--- src/lrrc_pkg.sv ---
// Shared types, constants and the CRC byte update for the log record checker.
package lrrc_pkg;

  // Configuration register indexes
  localparam logic [1:0] CFG_MAGIC_VALUE  = 2'd0;
  localparam logic [1:0] CFG_KEY_WIDE     = 2'd1;
  localparam logic [1:0] CFG_RECORD_BYTES = 2'd2;

  // Result status codes
  localparam logic [2:0] STATUS_GOOD      = 3'd0;
  localparam logic [2:0] STATUS_BAD_MAGIC = 3'd1;
  localparam logic [2:0] STATUS_CRC_ERROR = 3'd2;
  localparam logic [2:0] STATUS_TORN_TAIL = 3'd3;
  localparam logic [2:0] STATUS_CLEAN_END = 3'd4;

  // Record layout, in bytes
  localparam logic [6:0] HEADER_BYTES    = 7'd2;
  localparam logic [6:0] KEY_NARROW_LEN  = 7'd8;
  localparam logic [6:0] KEY_WIDE_LEN    = 7'd16;
  localparam logic [6:0] ADDRESS_BYTES   = 7'd8;
  localparam logic [6:0] CRC_BYTES       = 7'd4;
  localparam logic [6:0] RECORD_RESET    = 7'd32;

  // CRC-32, reflected form
  localparam logic [31:0] CRC_POLY = 32'hEDB88320;
  localparam logic [31:0] CRC_ONES = 32'hFFFFFFFF;

  localparam logic [47:0] OFFSET_MAX = 48'hFFFF_FFFF_FFFF;

  // Queue between the front and back parts
  localparam int QUEUE_DEPTH = 4;
  localparam int QUEUE_PTR_W = $clog2(QUEUE_DEPTH);
  localparam int QUEUE_CNT_W = $clog2(QUEUE_DEPTH + 1);

  typedef struct packed {
    logic [7:0] log_byte;
    logic       log_end;
  } log_item_t;

  typedef struct packed {
    logic [2:0]  record_status;
    logic [7:0]  record_type;
    logic [63:0] key_low;
    logic [63:0] key_high;
    logic [63:0] disk_address;
    logic [63:0] old_disk_address;
    logic [47:0] good_offset;
  } rec_item_t;

  typedef struct packed {
    logic       is_end;
    logic [7:0] data;
  } q_entry_t;

  typedef struct packed {
    logic [7:0] magic_value;
    logic       key_wide;
    logic [6:0] record_bytes;
  } cfg_t;

  // Advance the CRC by one byte, LSB first
  function automatic logic [31:0] crc_byte(input logic [31:0] crc, input logic [7:0] b);
    logic [31:0] c;
    c = crc ^ {24'b0, b};
    for (int k = 0; k < 8; k++) begin
      c = c[0] ? (CRC_POLY ^ (c >> 1)) : (c >> 1);
    end
    return c;
  endfunction

endpackage

--- src/lrrc_back.sv ---
// Back part: byte capture, CRC check, offset tracking and the result register.
module lrrc_back #(
  parameter int MAX_RECORD_BYTES = 64
) (
  input  logic                clk,
  input  logic                rst,
  input  lrrc_pkg::cfg_t      cfg,
  input  logic                q_valid,
  input  lrrc_pkg::q_entry_t  q_head,
  output logic                q_pop,
  output logic                rec_valid,
  input  logic                rec_ready,
  output lrrc_pkg::rec_item_t rec_item
);

  localparam int         POS_W    = $clog2(MAX_RECORD_BYTES);
  localparam logic [6:0] MAX_SIZE = 7'(MAX_RECORD_BYTES);

  // Record state
  logic [POS_W-1:0]  pos;
  logic [31:0]       running_crc;
  logic              magic_match;
  logic [7:0]        type_hold;
  logic [63:0]       key_low_hold;
  logic [63:0]       key_high_hold;
  logic [63:0]       address_hold;
  logic [63:0]       old_address_hold;
  logic [31:0]       stored_crc;
  logic              halted;
  logic [47:0]       offset_count;

  logic [POS_W-1:0]  pos_next;
  logic [31:0]       running_crc_next;
  logic              magic_match_next;
  logic [7:0]        type_hold_next;
  logic [63:0]       key_low_hold_next;
  logic [63:0]       key_high_hold_next;
  logic [63:0]       address_hold_next;
  logic [63:0]       old_address_hold_next;
  logic [31:0]       stored_crc_next;
  logic              halted_next;
  logic [47:0]       offset_count_next;
  logic              rec_valid_next;
  lrrc_pkg::rec_item_t rec_item_next;

  // Layout for the current key size
  logic [6:0]  key_len;
  logic [6:0]  key_end;
  logic [6:0]  addr_end;
  logic [6:0]  payload_end;
  logic [6:0]  crc_end;
  logic [6:0]  size;
  logic [6:0]  pos7;
  logic [6:0]  key_off;
  logic [6:0]  addr_off;
  logic [6:0]  old_off;
  logic [6:0]  crc_off;
  logic [63:0] byte_wide;
  logic        last;
  logic        crc_ok;
  logic [48:0] offset_sum;

  assign q_pop = q_valid && (!rec_valid || rec_ready);

  // Decode layout and effective record size
  always_comb begin
    key_len     = cfg.key_wide ? lrrc_pkg::KEY_WIDE_LEN : lrrc_pkg::KEY_NARROW_LEN;
    key_end     = lrrc_pkg::HEADER_BYTES + key_len;
    addr_end    = key_end + lrrc_pkg::ADDRESS_BYTES;
    payload_end = addr_end + lrrc_pkg::ADDRESS_BYTES;
    crc_end     = payload_end + lrrc_pkg::CRC_BYTES;
    size        = (cfg.record_bytes < crc_end) ? crc_end : cfg.record_bytes;
    if (size > MAX_SIZE) begin
      size = MAX_SIZE;
    end
    pos7      = 7'(pos);
    key_off   = pos7 - lrrc_pkg::HEADER_BYTES;
    addr_off  = pos7 - key_end;
    old_off   = pos7 - addr_end;
    crc_off   = pos7 - payload_end;
    byte_wide = {56'b0, q_head.data};
    last      = (pos7 + 7'd1) >= size;
  end

  // Next state and result
  always_comb begin
    pos_next              = pos;
    halted_next           = halted;
    offset_count_next     = offset_count;
    magic_match_next      = magic_match;
    // A new record starts from cleared holds
    if (pos == '0) begin
      running_crc_next      = lrrc_pkg::CRC_ONES;
      type_hold_next        = 8'h00;
      key_low_hold_next     = 64'h0;
      key_high_hold_next    = 64'h0;
      address_hold_next     = 64'h0;
      old_address_hold_next = 64'h0;
      stored_crc_next       = 32'h0;
    end else begin
      running_crc_next      = running_crc;
      type_hold_next        = type_hold;
      key_low_hold_next     = key_low_hold;
      key_high_hold_next    = key_high_hold;
      address_hold_next     = address_hold;
      old_address_hold_next = old_address_hold;
      stored_crc_next       = stored_crc;
    end
    rec_valid_next = rec_valid && !rec_ready;
    rec_item_next  = rec_item;
    crc_ok         = 1'b0;
    offset_sum     = 49'h0;

    if (q_pop) begin
      if (q_head.is_end) begin
        // Report end of log and rearm
        rec_valid_next                 = 1'b1;
        rec_item_next                  = '0;
        rec_item_next.record_status    = (pos != '0) ? lrrc_pkg::STATUS_TORN_TAIL
                                                     : lrrc_pkg::STATUS_CLEAN_END;
        rec_item_next.good_offset      = offset_count;
        pos_next                       = '0;
        halted_next                    = 1'b0;
        offset_count_next              = 48'h0;
        magic_match_next               = 1'b0;
      end else if (!halted) begin
        // Capture the byte into its field
        if (pos == '0) begin
          magic_match_next = (q_head.data == cfg.magic_value);
        end else if (pos7 == 7'd1) begin
          type_hold_next = q_head.data;
        end else if (pos7 < key_end) begin
          if (key_off < 7'd8) begin
            key_low_hold_next = key_low_hold_next | (byte_wide << {key_off[2:0], 3'b000});
          end else begin
            key_high_hold_next = key_high_hold_next | (byte_wide << {key_off[2:0], 3'b000});
          end
        end else if (pos7 < addr_end) begin
          address_hold_next = address_hold_next | (byte_wide << {addr_off[2:0], 3'b000});
        end else if (pos7 < payload_end) begin
          old_address_hold_next = old_address_hold_next | (byte_wide << {old_off[2:0], 3'b000});
        end else if (pos7 < crc_end) begin
          stored_crc_next = stored_crc_next | (byte_wide[31:0] << {crc_off[1:0], 3'b000});
        end
        if (pos7 < payload_end) begin
          running_crc_next = lrrc_pkg::crc_byte(running_crc_next, q_head.data);
        end

        if (last) begin
          // Check the record and report it
          crc_ok         = ((running_crc_next ^ lrrc_pkg::CRC_ONES) == stored_crc_next);
          offset_sum     = {1'b0, offset_count} + 49'(size);
          rec_valid_next = 1'b1;
          rec_item_next  = '0;
          pos_next       = '0;
          if (!magic_match_next) begin
            rec_item_next.record_status = lrrc_pkg::STATUS_BAD_MAGIC;
            rec_item_next.good_offset   = offset_count;
            halted_next                 = 1'b1;
          end else if (!crc_ok) begin
            rec_item_next.record_status = lrrc_pkg::STATUS_CRC_ERROR;
            rec_item_next.good_offset   = offset_count;
            halted_next                 = 1'b1;
          end else begin
            offset_count_next = offset_sum[48] ? lrrc_pkg::OFFSET_MAX : offset_sum[47:0];
            rec_item_next.record_status    = lrrc_pkg::STATUS_GOOD;
            rec_item_next.record_type      = type_hold_next;
            rec_item_next.key_low          = key_low_hold_next;
            rec_item_next.key_high         = key_high_hold_next;
            rec_item_next.disk_address     = address_hold_next;
            rec_item_next.old_disk_address = old_address_hold_next;
            rec_item_next.good_offset      = offset_count_next;
          end
        end else begin
          pos_next = pos + 1'b1;
        end
      end
    end
  end

  // Control state
  always_ff @(posedge clk) begin
    if (rst) begin
      pos          <= '0;
      halted       <= 1'b0;
      offset_count <= 48'h0;
      magic_match  <= 1'b0;
      rec_valid    <= 1'b0;
    end else begin
      pos          <= pos_next;
      halted       <= halted_next;
      offset_count <= offset_count_next;
      magic_match  <= magic_match_next;
      rec_valid    <= rec_valid_next;
    end
  end

  // Field holds and result payload
  always_ff @(posedge clk) begin
    running_crc      <= running_crc_next;
    type_hold        <= type_hold_next;
    key_low_hold     <= key_low_hold_next;
    key_high_hold    <= key_high_hold_next;
    address_hold     <= address_hold_next;
    old_address_hold <= old_address_hold_next;
    stored_crc       <= stored_crc_next;
    rec_item         <= rec_item_next;
  end

endmodule
--- config.mk ---
export PLATFORM = sky130hd
export DESIGN_NAME = lrrc_back
export DESIGN_NICKNAME = d
export VERILOG_FILES = /design/src/lrrc_pkg.sv /design/src/lrrc_back.sv
export SDC_FILE = /design/constraint.sdc
export NUM_CORES = 1
export LEC_CHECK = 0
export ABC_CLOCK_PERIOD_IN_PS = 11600
export BUFFER_PORTS_ARGS = -buffer_cell sky130_fd_sc_hd__buf_4
export CAP_MARGIN = 5
export CORE_UTILIZATION = 30
export CTS_CLUSTER_SIZE = 24
export DETAILED_ROUTE_END_ITERATION = 8
export PLACE_DENSITY = 0.58
export SLEW_MARGIN = 25
export SYNTH_ARGS = -nofsm -noshare
export SYNTH_HDL_FRONTEND = slang
export SYNTH_SLANG_ARGS = --single-unit
export TNS_END_PERCENT = 100
--- constraint.sdc ---
create_clock -name clk -period 11.6 [get_ports clk]
set_input_delay 0.58 -clock clk [delete_from_list [all_inputs] [get_ports clk]]
set_output_delay 0.58 -clock clk [all_outputs]
set_load 0.02 [all_outputs]
==> results of run 1 <==
-- state kept, by name, summed over array words and instances, names as in the netlist --
name	flops
key_low_hold	64
type_hold	8
rec_item	315
address_hold	64
magic_match	1
running_crc	32
offset_count	48
old_address_hold	64
key_high_hold	64
rec_valid	1
stored_crc	32
halted	1
pos	6
-- cell families (layout without fill, tap and decap cells) --
family / Yosys count / after routing / share of synthesized area (%)
AOI/OAI and AO/OA: 951 / 951 / 17.2
xor gates and xnor gates: 155 / 155 / 5.53
adders and majority gates: 28 / 28 / 1.12
buffers and inverters: 287 / 578 / 3.69
DFF: 700 / 700 / 53.9
muxes: 17 / 17 / 0.577
and+or+nand+nor: 1299 / 1299 / 18.0
-- worst register-to-register path, cell delays in order, from the launching register on --
cell and delay (ns):
dfxtp_1 0.56, inv_1 0.18, ha_1 0.46, nand2_4 0.40, buf_4 0.82, nor3_1 0.23, nor4_1 0.32, o211ai_1 0.16
a2111o_1 0.42, or4_4 0.57, nor3_2 0.67, nand2_1 0.53, nor4_1 0.43, mux2_2 0.37
-- final timing paths --
kind,start,end,slack (ns),cells after the start
worst max register to register,pos[0]$_SDFFE_PP0P_,rec_item[46]$_DFFE_PP_,5.24,13
worst min-delay path,rec_ready,rec_valid$_SDFF_PP0_,0.32,3
worst max-delay path,pos[0]$_SDFFE_PP0P_,rec_item[46]$_DFFE_PP_,5.24,13
worst min register to register,stored_crc[0]$_DFF_P_,stored_crc[0]$_DFF_P_,0.44,2
-- metrics by stage --
step | std cells | hold slack (ns)
after global placement | 4975 | 0.421
after global routing | 5119 | 0.317
after CTS | 5119 | 0.257
after floorplan | 3437 | 0.405
final | 5119 | 0.320
after detailed placement | 4975 | 0.423
-- Yosys cell counts, types with 27 or more instances --
master | instances | area [sq um]
a21oi_1 | 358 | 1790
a31oi_1 | 46 | 288
buf_2 | 37 | 185
clkbuf_1 | 182 | 683
dfxtp_1 | 385 | 7710
edfxtp_1 | 315 | 9460
ha_1 | 27 | 338
inv_1 | 46 | 173
nand2_1 | 764 | 2870
nand3_1 | 83 | 415
nand4_1 | 30 | 188
nor2_1 | 201 | 754
nor3_1 | 49 | 245
o21ai_0 | 328 | 1640
xnor2_1 | 77 | 674
xor2_1 | 47 | 412
-- layout make-up --
class / instances / area [sq um]
clock inverter: 40 / 479
tap: 1391 / 1740
fill: 10700 / 67100
timing repair buffer: 388 / 2920
multi-input combinational: 2450 / 13600
sequential: 700 / 17200
inverter: 46 / 180
clock buffer: 104 / 2120
-- layer usage --
layer	up-vias	part of all wire, %	track usage (%)
li1	12700	-	-
met1	13300	43	27.6
met2	1142	45	31.2
met3	191	8.8	4.72
met4	0	2.9	7.01
met5	-	0	0
-- cell usage in the layout (no fill, tap or decap), types with 10 or more instances in the layout --
| cell type | netlist | routed |
|---|---|---|
| a211oi_1 | 13 | 13 |
| a21o_1 | 20 | 20 |
| a21oi_1 | 358 | 357 |
| a22o_1 | 12 | 12 |
| a22oi_1 | 17 | 17 |
| a31oi_1 | 46 | 46 |
| a41oi_1 | 11 | 11 |
| and2_1 | 23 | 22 |
| and3_1 | 26 | 26 |
| and4_1 | 10 | 10 |
| buf_4 | 8 | 386 |
| bufinv_16 | 0 | 10 |
| clkbuf_1 | 182 | 21 |
| clkbuf_16 | 0 | 80 |
| clkinv_1 | 0 | 11 |
| dfxtp_1 | 385 | 385 |
| edfxtp_1 | 315 | 315 |
| ha_1 | 27 | 27 |
| inv_1 | 46 | 45 |
| mux2_2 | 10 | 10 |
| nand2_1 | 764 | 761 |
| nand2b_1 | 17 | 16 |
| nand3_1 | 83 | 82 |
| nand4_1 | 30 | 30 |
| nor2_1 | 201 | 199 |
| nor3_1 | 49 | 46 |
| nor4_1 | 19 | 19 |
| o211ai_1 | 26 | 26 |
| o21ai_0 | 328 | 328 |
| o22ai_1 | 12 | 12 |
| or3_1 | 17 | 16 |
| xnor2_1 | 77 | 77 |
| xnor3_1 | 20 | 20 |
| xor2_1 | 47 | 47 |
-- power by group through the flow --
stage	sequential [W]	clock, W	combinational, W
4_1_cts	0.00271	0.00262	0.000825
2_1_floorplan	0.00281	0	0.000492
5_1_grt	0.00272	0.00271	0.000889
6_report	0.00271	0.00257	0.000833
3_5_place_dp	0.00276	0	0.000821
3_3_place_gp	0.00276	0	0.000818
==> run_results.csv, run 1 <==
group,metric,value,unit
sta,setup_ws,5.24,ns
synth,syn_area,31900,sq um
clocking,clkSlewWorstSetupHoldPaths,0.06,ns
global_route,grt_usage,20.2,%
placement,io_buffers,345,
pwr,p_switching,0.00166,W
final_layout,nets,3721,
global_route,grt_pass1_vias,25600,
global_route,grt_pass1_wl,166000,um
sta,fmax,157,MHz
pwr,internal-power,0.00446,W
clocking,cts_num_sinks,700,
worst_setup_path,endpoint_kind,"flip-flop",
clocking,cts_htree_levels,3,
route,dr.first_iter.drc_count,2912,
final_layout,fin_util,36.3,%
placement,dpl_cell_area,35600,sq um
floorplan,core,105000,sq um
final_layout,diodes,0,
worst_setup_path,path_cells,"inv_1, ha_1, nand2_4, buf_4, nor3_1, nor4_1, o211ai_1, a2111o_1, or4_4, nor3_2, nand2_1, nor4_1, mux2_2",
floorplan,die_width,328,um
sta,tightest_slew,1.07,ns
floorplan,row_count,119,
clocking,hold_buffers,0,
outcome,status,"completed",
pwr,clkPwrFrac,42.0,%
worst_setup_path,cp_data_arrival_time,6.76,ns
route,wire_per_inst,22.0,um
route,wirelength,113000,um
synth,syn_nets,3494,
clocking,clock_path_buffers,3,
sta,max-slew-margin-rel,28.1,%
pwr,p_sw_share,27.1,%
synth,synth-seq-area-share,53.9,%
sta,fin_skew,0.0247,ns
synth,synthDistinctLibCells,94,
pwr,p_total,0.00612,W
pwr,p_comb_share,13.6,%
final_layout,final_cell_area,38200,sq um
clocking,cts_tree,"yes",
global_route,antenna_found_initial,2,
global_route,grt-ovfl-total,0,
sta,period_needed,6.36,ns
worst_setup_path,start_kind,"flip-flop",
flow_run,cap_violations,0,
pwr,p_per_area,160,nW/um^2
sta,rsz0062_at_grt,"no",
synth,yosys_register_bits,700,
sta,setup_violations,0,
final_layout,drive_above_1_share,15.2,%
synth,async_reset_ff_share,0,%
floorplan,io_pins,346,
synth,synth_ff_type,"dfxtp_1",
route,viasPerCell,5.34,
route,drc,0,
route,first_pass_iters,5,
worst_setup_path,cpLargestDelayFamily,"simple AND/OR/NAND/NOR gates",
clocking,cts_root_buf,"clkbuf_16",
pwr,pwr-share-seq,44.3,%
worst_setup_path,worstPathMaxFanout,87,
clocking,postCtsSetupBuffers,0,
route,ant_nets,0,
floorplan,die_area,107000,sq um
floorplan,die_height,328,um
worst_setup_path,cpMaxStageDelayCell,"buf_4",
sta,fin_crit_sh,54.8,%
worst_setup_path,slowest_delay,0.81,ns
worst_setup_path,path_class,"flip-flop to flip-flop",
placement,place.gp.congestion,0.947,
placement,post-place-ws,4.93,ns
sta,hold_viol_final,0,
placement,post-dp-hpwl,72400,um
worst_setup_path,cp.required,12.00,ns
pwr,peakVddDrop,0.107,mV
pwr,p_leak,13.3,nW
worst_setup_path,critPathMostFrequentCell,"nor4_1",
global_route,grt_max_degree,101,
route,vias,27400,
sta,fin_tns_setup,0,ns
synth,synth_edf_count,315,
synth,syn_inst,3437,
hold_path,holdCritPathClass,"input port to flip-flop",
worst_setup_path,worst-path-buf-inv,2,
sta,drv_slew,0,
synth,synth_area_per_cell,9.27,sq um
clocking,insertion_delay,0.65,ns
clocking,numCtsBuffers,78,
final_layout,area_growth,19.9,%
floorplan,initial_utilization,30.3,%
clocking,cts.repair.resized,0,
synth,yosys_warnings,0,
Power figures use the tool's default switching activity.
==> run 2: changes to the inputs <==
Settings changed: ABC_CLOCK_PERIOD_IN_PS 11600 to 6100, PLACE_DENSITY 0.58 to 0.56.
Clock period 11.6 ns to 6.1 ns, I/O delays scaled along.
==> run 2 against run 1 <==
Compared with the run above:
- clock power rose by 99%
- clock-buffer cell count increased by 5
- sequential share of layout area down 0.84 points
- non-clock buffer count is 58 higher
- highest routed layer is now met5
==> run_results.csv, run 2 (synthesized netlist as in run 1, its figures left out) <==
group,metric,value,unit
floorplan,core,105000,sq um
final_layout,largest_reg_flops,315,
floorplan,initial_utilization,30.3,%
clocking,numCtsBuffers,81,
sta,fmax,180,MHz
worst_setup_path,path_cells,"ha_1, or4b_4, and3_1, buf_4, a31oi_1, o2bb2ai_1, xnor2_1, nor3_1, o2111ai_1, or4_1, or4_1, a311oi_1, a21boi_1",
floorplan,die_width,328,um
global_route,grt_pass1_vias,25700,
route,first_pass_iters,6,
pwr,p_leak,13.7,nW
placement,post-dp-hpwl,76900,um
floorplan,die_height,328,um
clocking,cts_tree,"yes",
final_layout,drive_above_1_share,16.7,%
worst_setup_path,slowest_delay,0.87,ns
floorplan,row_count,119,
worst_setup_path,critPathMostFrequentCell,"or4_1",
worst_setup_path,worstPathMaxFanout,24,
route,dr.first_iter.drc_count,2709,
global_route,grt_max_degree,164,
sta,hold_viol_final,0,
global_route,antenna_found_initial,3,
clocking,cts_num_sinks,700,
clocking,cts_htree_levels,3,
route,drc,0,
worst_setup_path,endpoint_kind,"flip-flop",
sta,period_needed,5.54,ns
final_layout,fillers,10700,
global_route,grt-ovfl-total,0,
placement,io_buffers,345,
outcome,status,"completed",
pwr,peakVddDrop,0.194,mV
pwr,p_total,0.0119,W
final_layout,seq_area,17200,sq um
clocking,insertion_delay,0.66,ns
clocking,cts_root_buf,"clkbuf_16",
sta,fin_skew,0.0271,ns
placement,place.gp.congestion,0.949,
route,ant_nets,0,
global_route,grt_pass1_wl,170000,um
pwr,p_per_area,306,nW/um^2
sta,fin_tns_setup,0,ns
final_layout,diodes,0,
floorplan,die_area,107000,sq um
flow_run,cap_violations,0,
final_layout,final_cell_mix,"nand2_1 (761), buf_4 (436), dfxtp_1 (385)",
final_layout,area_growth,22.2,%
clocking,clkSlewWorstSetupHoldPaths,0.06,ns
final_layout,nets,3782,
sta,setup_violations,0,
final_layout,top_register,"rec_item",
final_layout,final_common_cell,"nand2_1",
sta,drv_slew,0,
floorplan,io_pins,346,
hold_path,holdCritPathClass,"input port to flip-flop",
sta,tightest_slew,1.07,ns
clocking,clock_path_buffers,3,
final_layout,multi_input_area,13600,sq um
route,viasPerCell,5.30,
route,vias,27500,
sta,max-slew-margin-rel,28.5,%
worst_setup_path,cp_data_arrival_time,6.13,ns
worst_setup_path,cpMaxStageDelayCell,"and3_1",
route,wirelength,116000,um
worst_setup_path,cp.required,6.69,ns
route,wire_per_inst,22.3,um
sta,fin_crit_sh,90.9,%
worst_setup_path,start_kind,"flip-flop",
worst_setup_path,path_class,"flip-flop to flip-flop",
global_route,grt_usage,20.8,%
sta,rsz0062_at_grt,"no",
clocking,cts.repair.resized,0,
-- run 2: cell count changes in the layout (fill, tap and decap cells not counted), sizes merged --
cell,change
dlygate4sd3,+1
buf,+57
clkbuf,+5
clkinvlp,+2
inv,-2
clkinv,+2
-- run 2: worst paths after layout --
check,from,end,slack [ns],depth (start not counted)
worst min register to register,key_low_hold[38]$_DFF_P_,key_low_hold[38]$_DFF_P_,0.45,2
worst max register to register,pos[5]$_SDFFE_PP0P_,offset_count[23]$_SDFFE_PP0P_,0.56,13
worst max-delay path,pos[5]$_SDFFE_PP0P_,offset_count[23]$_SDFFE_PP0P_,0.56,13
worst min-delay path,q_head[2],stored_crc[10]$_DFF_P_,0.05,3
-- run 2: report_power, final --
part	internal (W)	total (W)	switching [W]	leakage, nW
combinational	0.000578	0.00163	0.00106	6.19
clock	0.00306	0.00511	0.00205	1.36
sequential	0.00504	0.00515	0.000111	6.19
total	0.00868	0.0119	0.00322	13.7
-- run 2: routing by layer --
| layer | vias to the layer above | track usage [%] | part of all wire [%] |
|---|---|---|---|
| met5 | - | 0 | 0.023 |
| met4 | 4 | 6.72 | 2.9 |
| met3 | 213 | 4.58 | 8.4 |
| met2 | 1144 | 32.7 | 45 |
| met1 | 13300 | 28.3 | 43 |
| li1 | 12800 | - | - |
-- run 2: critical path: cells and delay by family, from the launching register on --
family                     cells  cell delay (ns)
and+or+nand+nor                5             2.93
AOI/OAI and AO/OA              5             1.06
buffers and inverters          1             0.38
xor gates and xnor gates       1             0.12
DFF                            1             0.63
adders and majority gates      1             0.35
-- run 2: layout make-up --
class                      instances  area share, %
tap                             1391           4.47
timing repair buffer             446           8.90
inverter                          46          0.463
sequential                       700           44.1
multi-input combinational       2450           34.9
clock inverter                    42           1.31
clock buffer                     109           5.87
-- run 2: metrics by stage --
stage	cells	hold WS (ns)	area, sq um	utilization (%)	setup slack (ns)
5_1_grt	5184	0.0426	38900	37.0	0.279
4_1_cts	5184	0.0115	38900	37.0	0.623
2_1_floorplan	3437	0.405	31900	-	0.365
3_5_place_dp	5032	0.437	36100	34.3	0.631
6_report	5184	0.0477	38900	37.0	0.556
3_3_place_gp	5031	0.427	36100	34.3	0.656
-- run 2: repair_timing --
action                    CTS  global route
buffers inserted            0             0
hold buffers                1             0
hold endpoints to repair    1             0
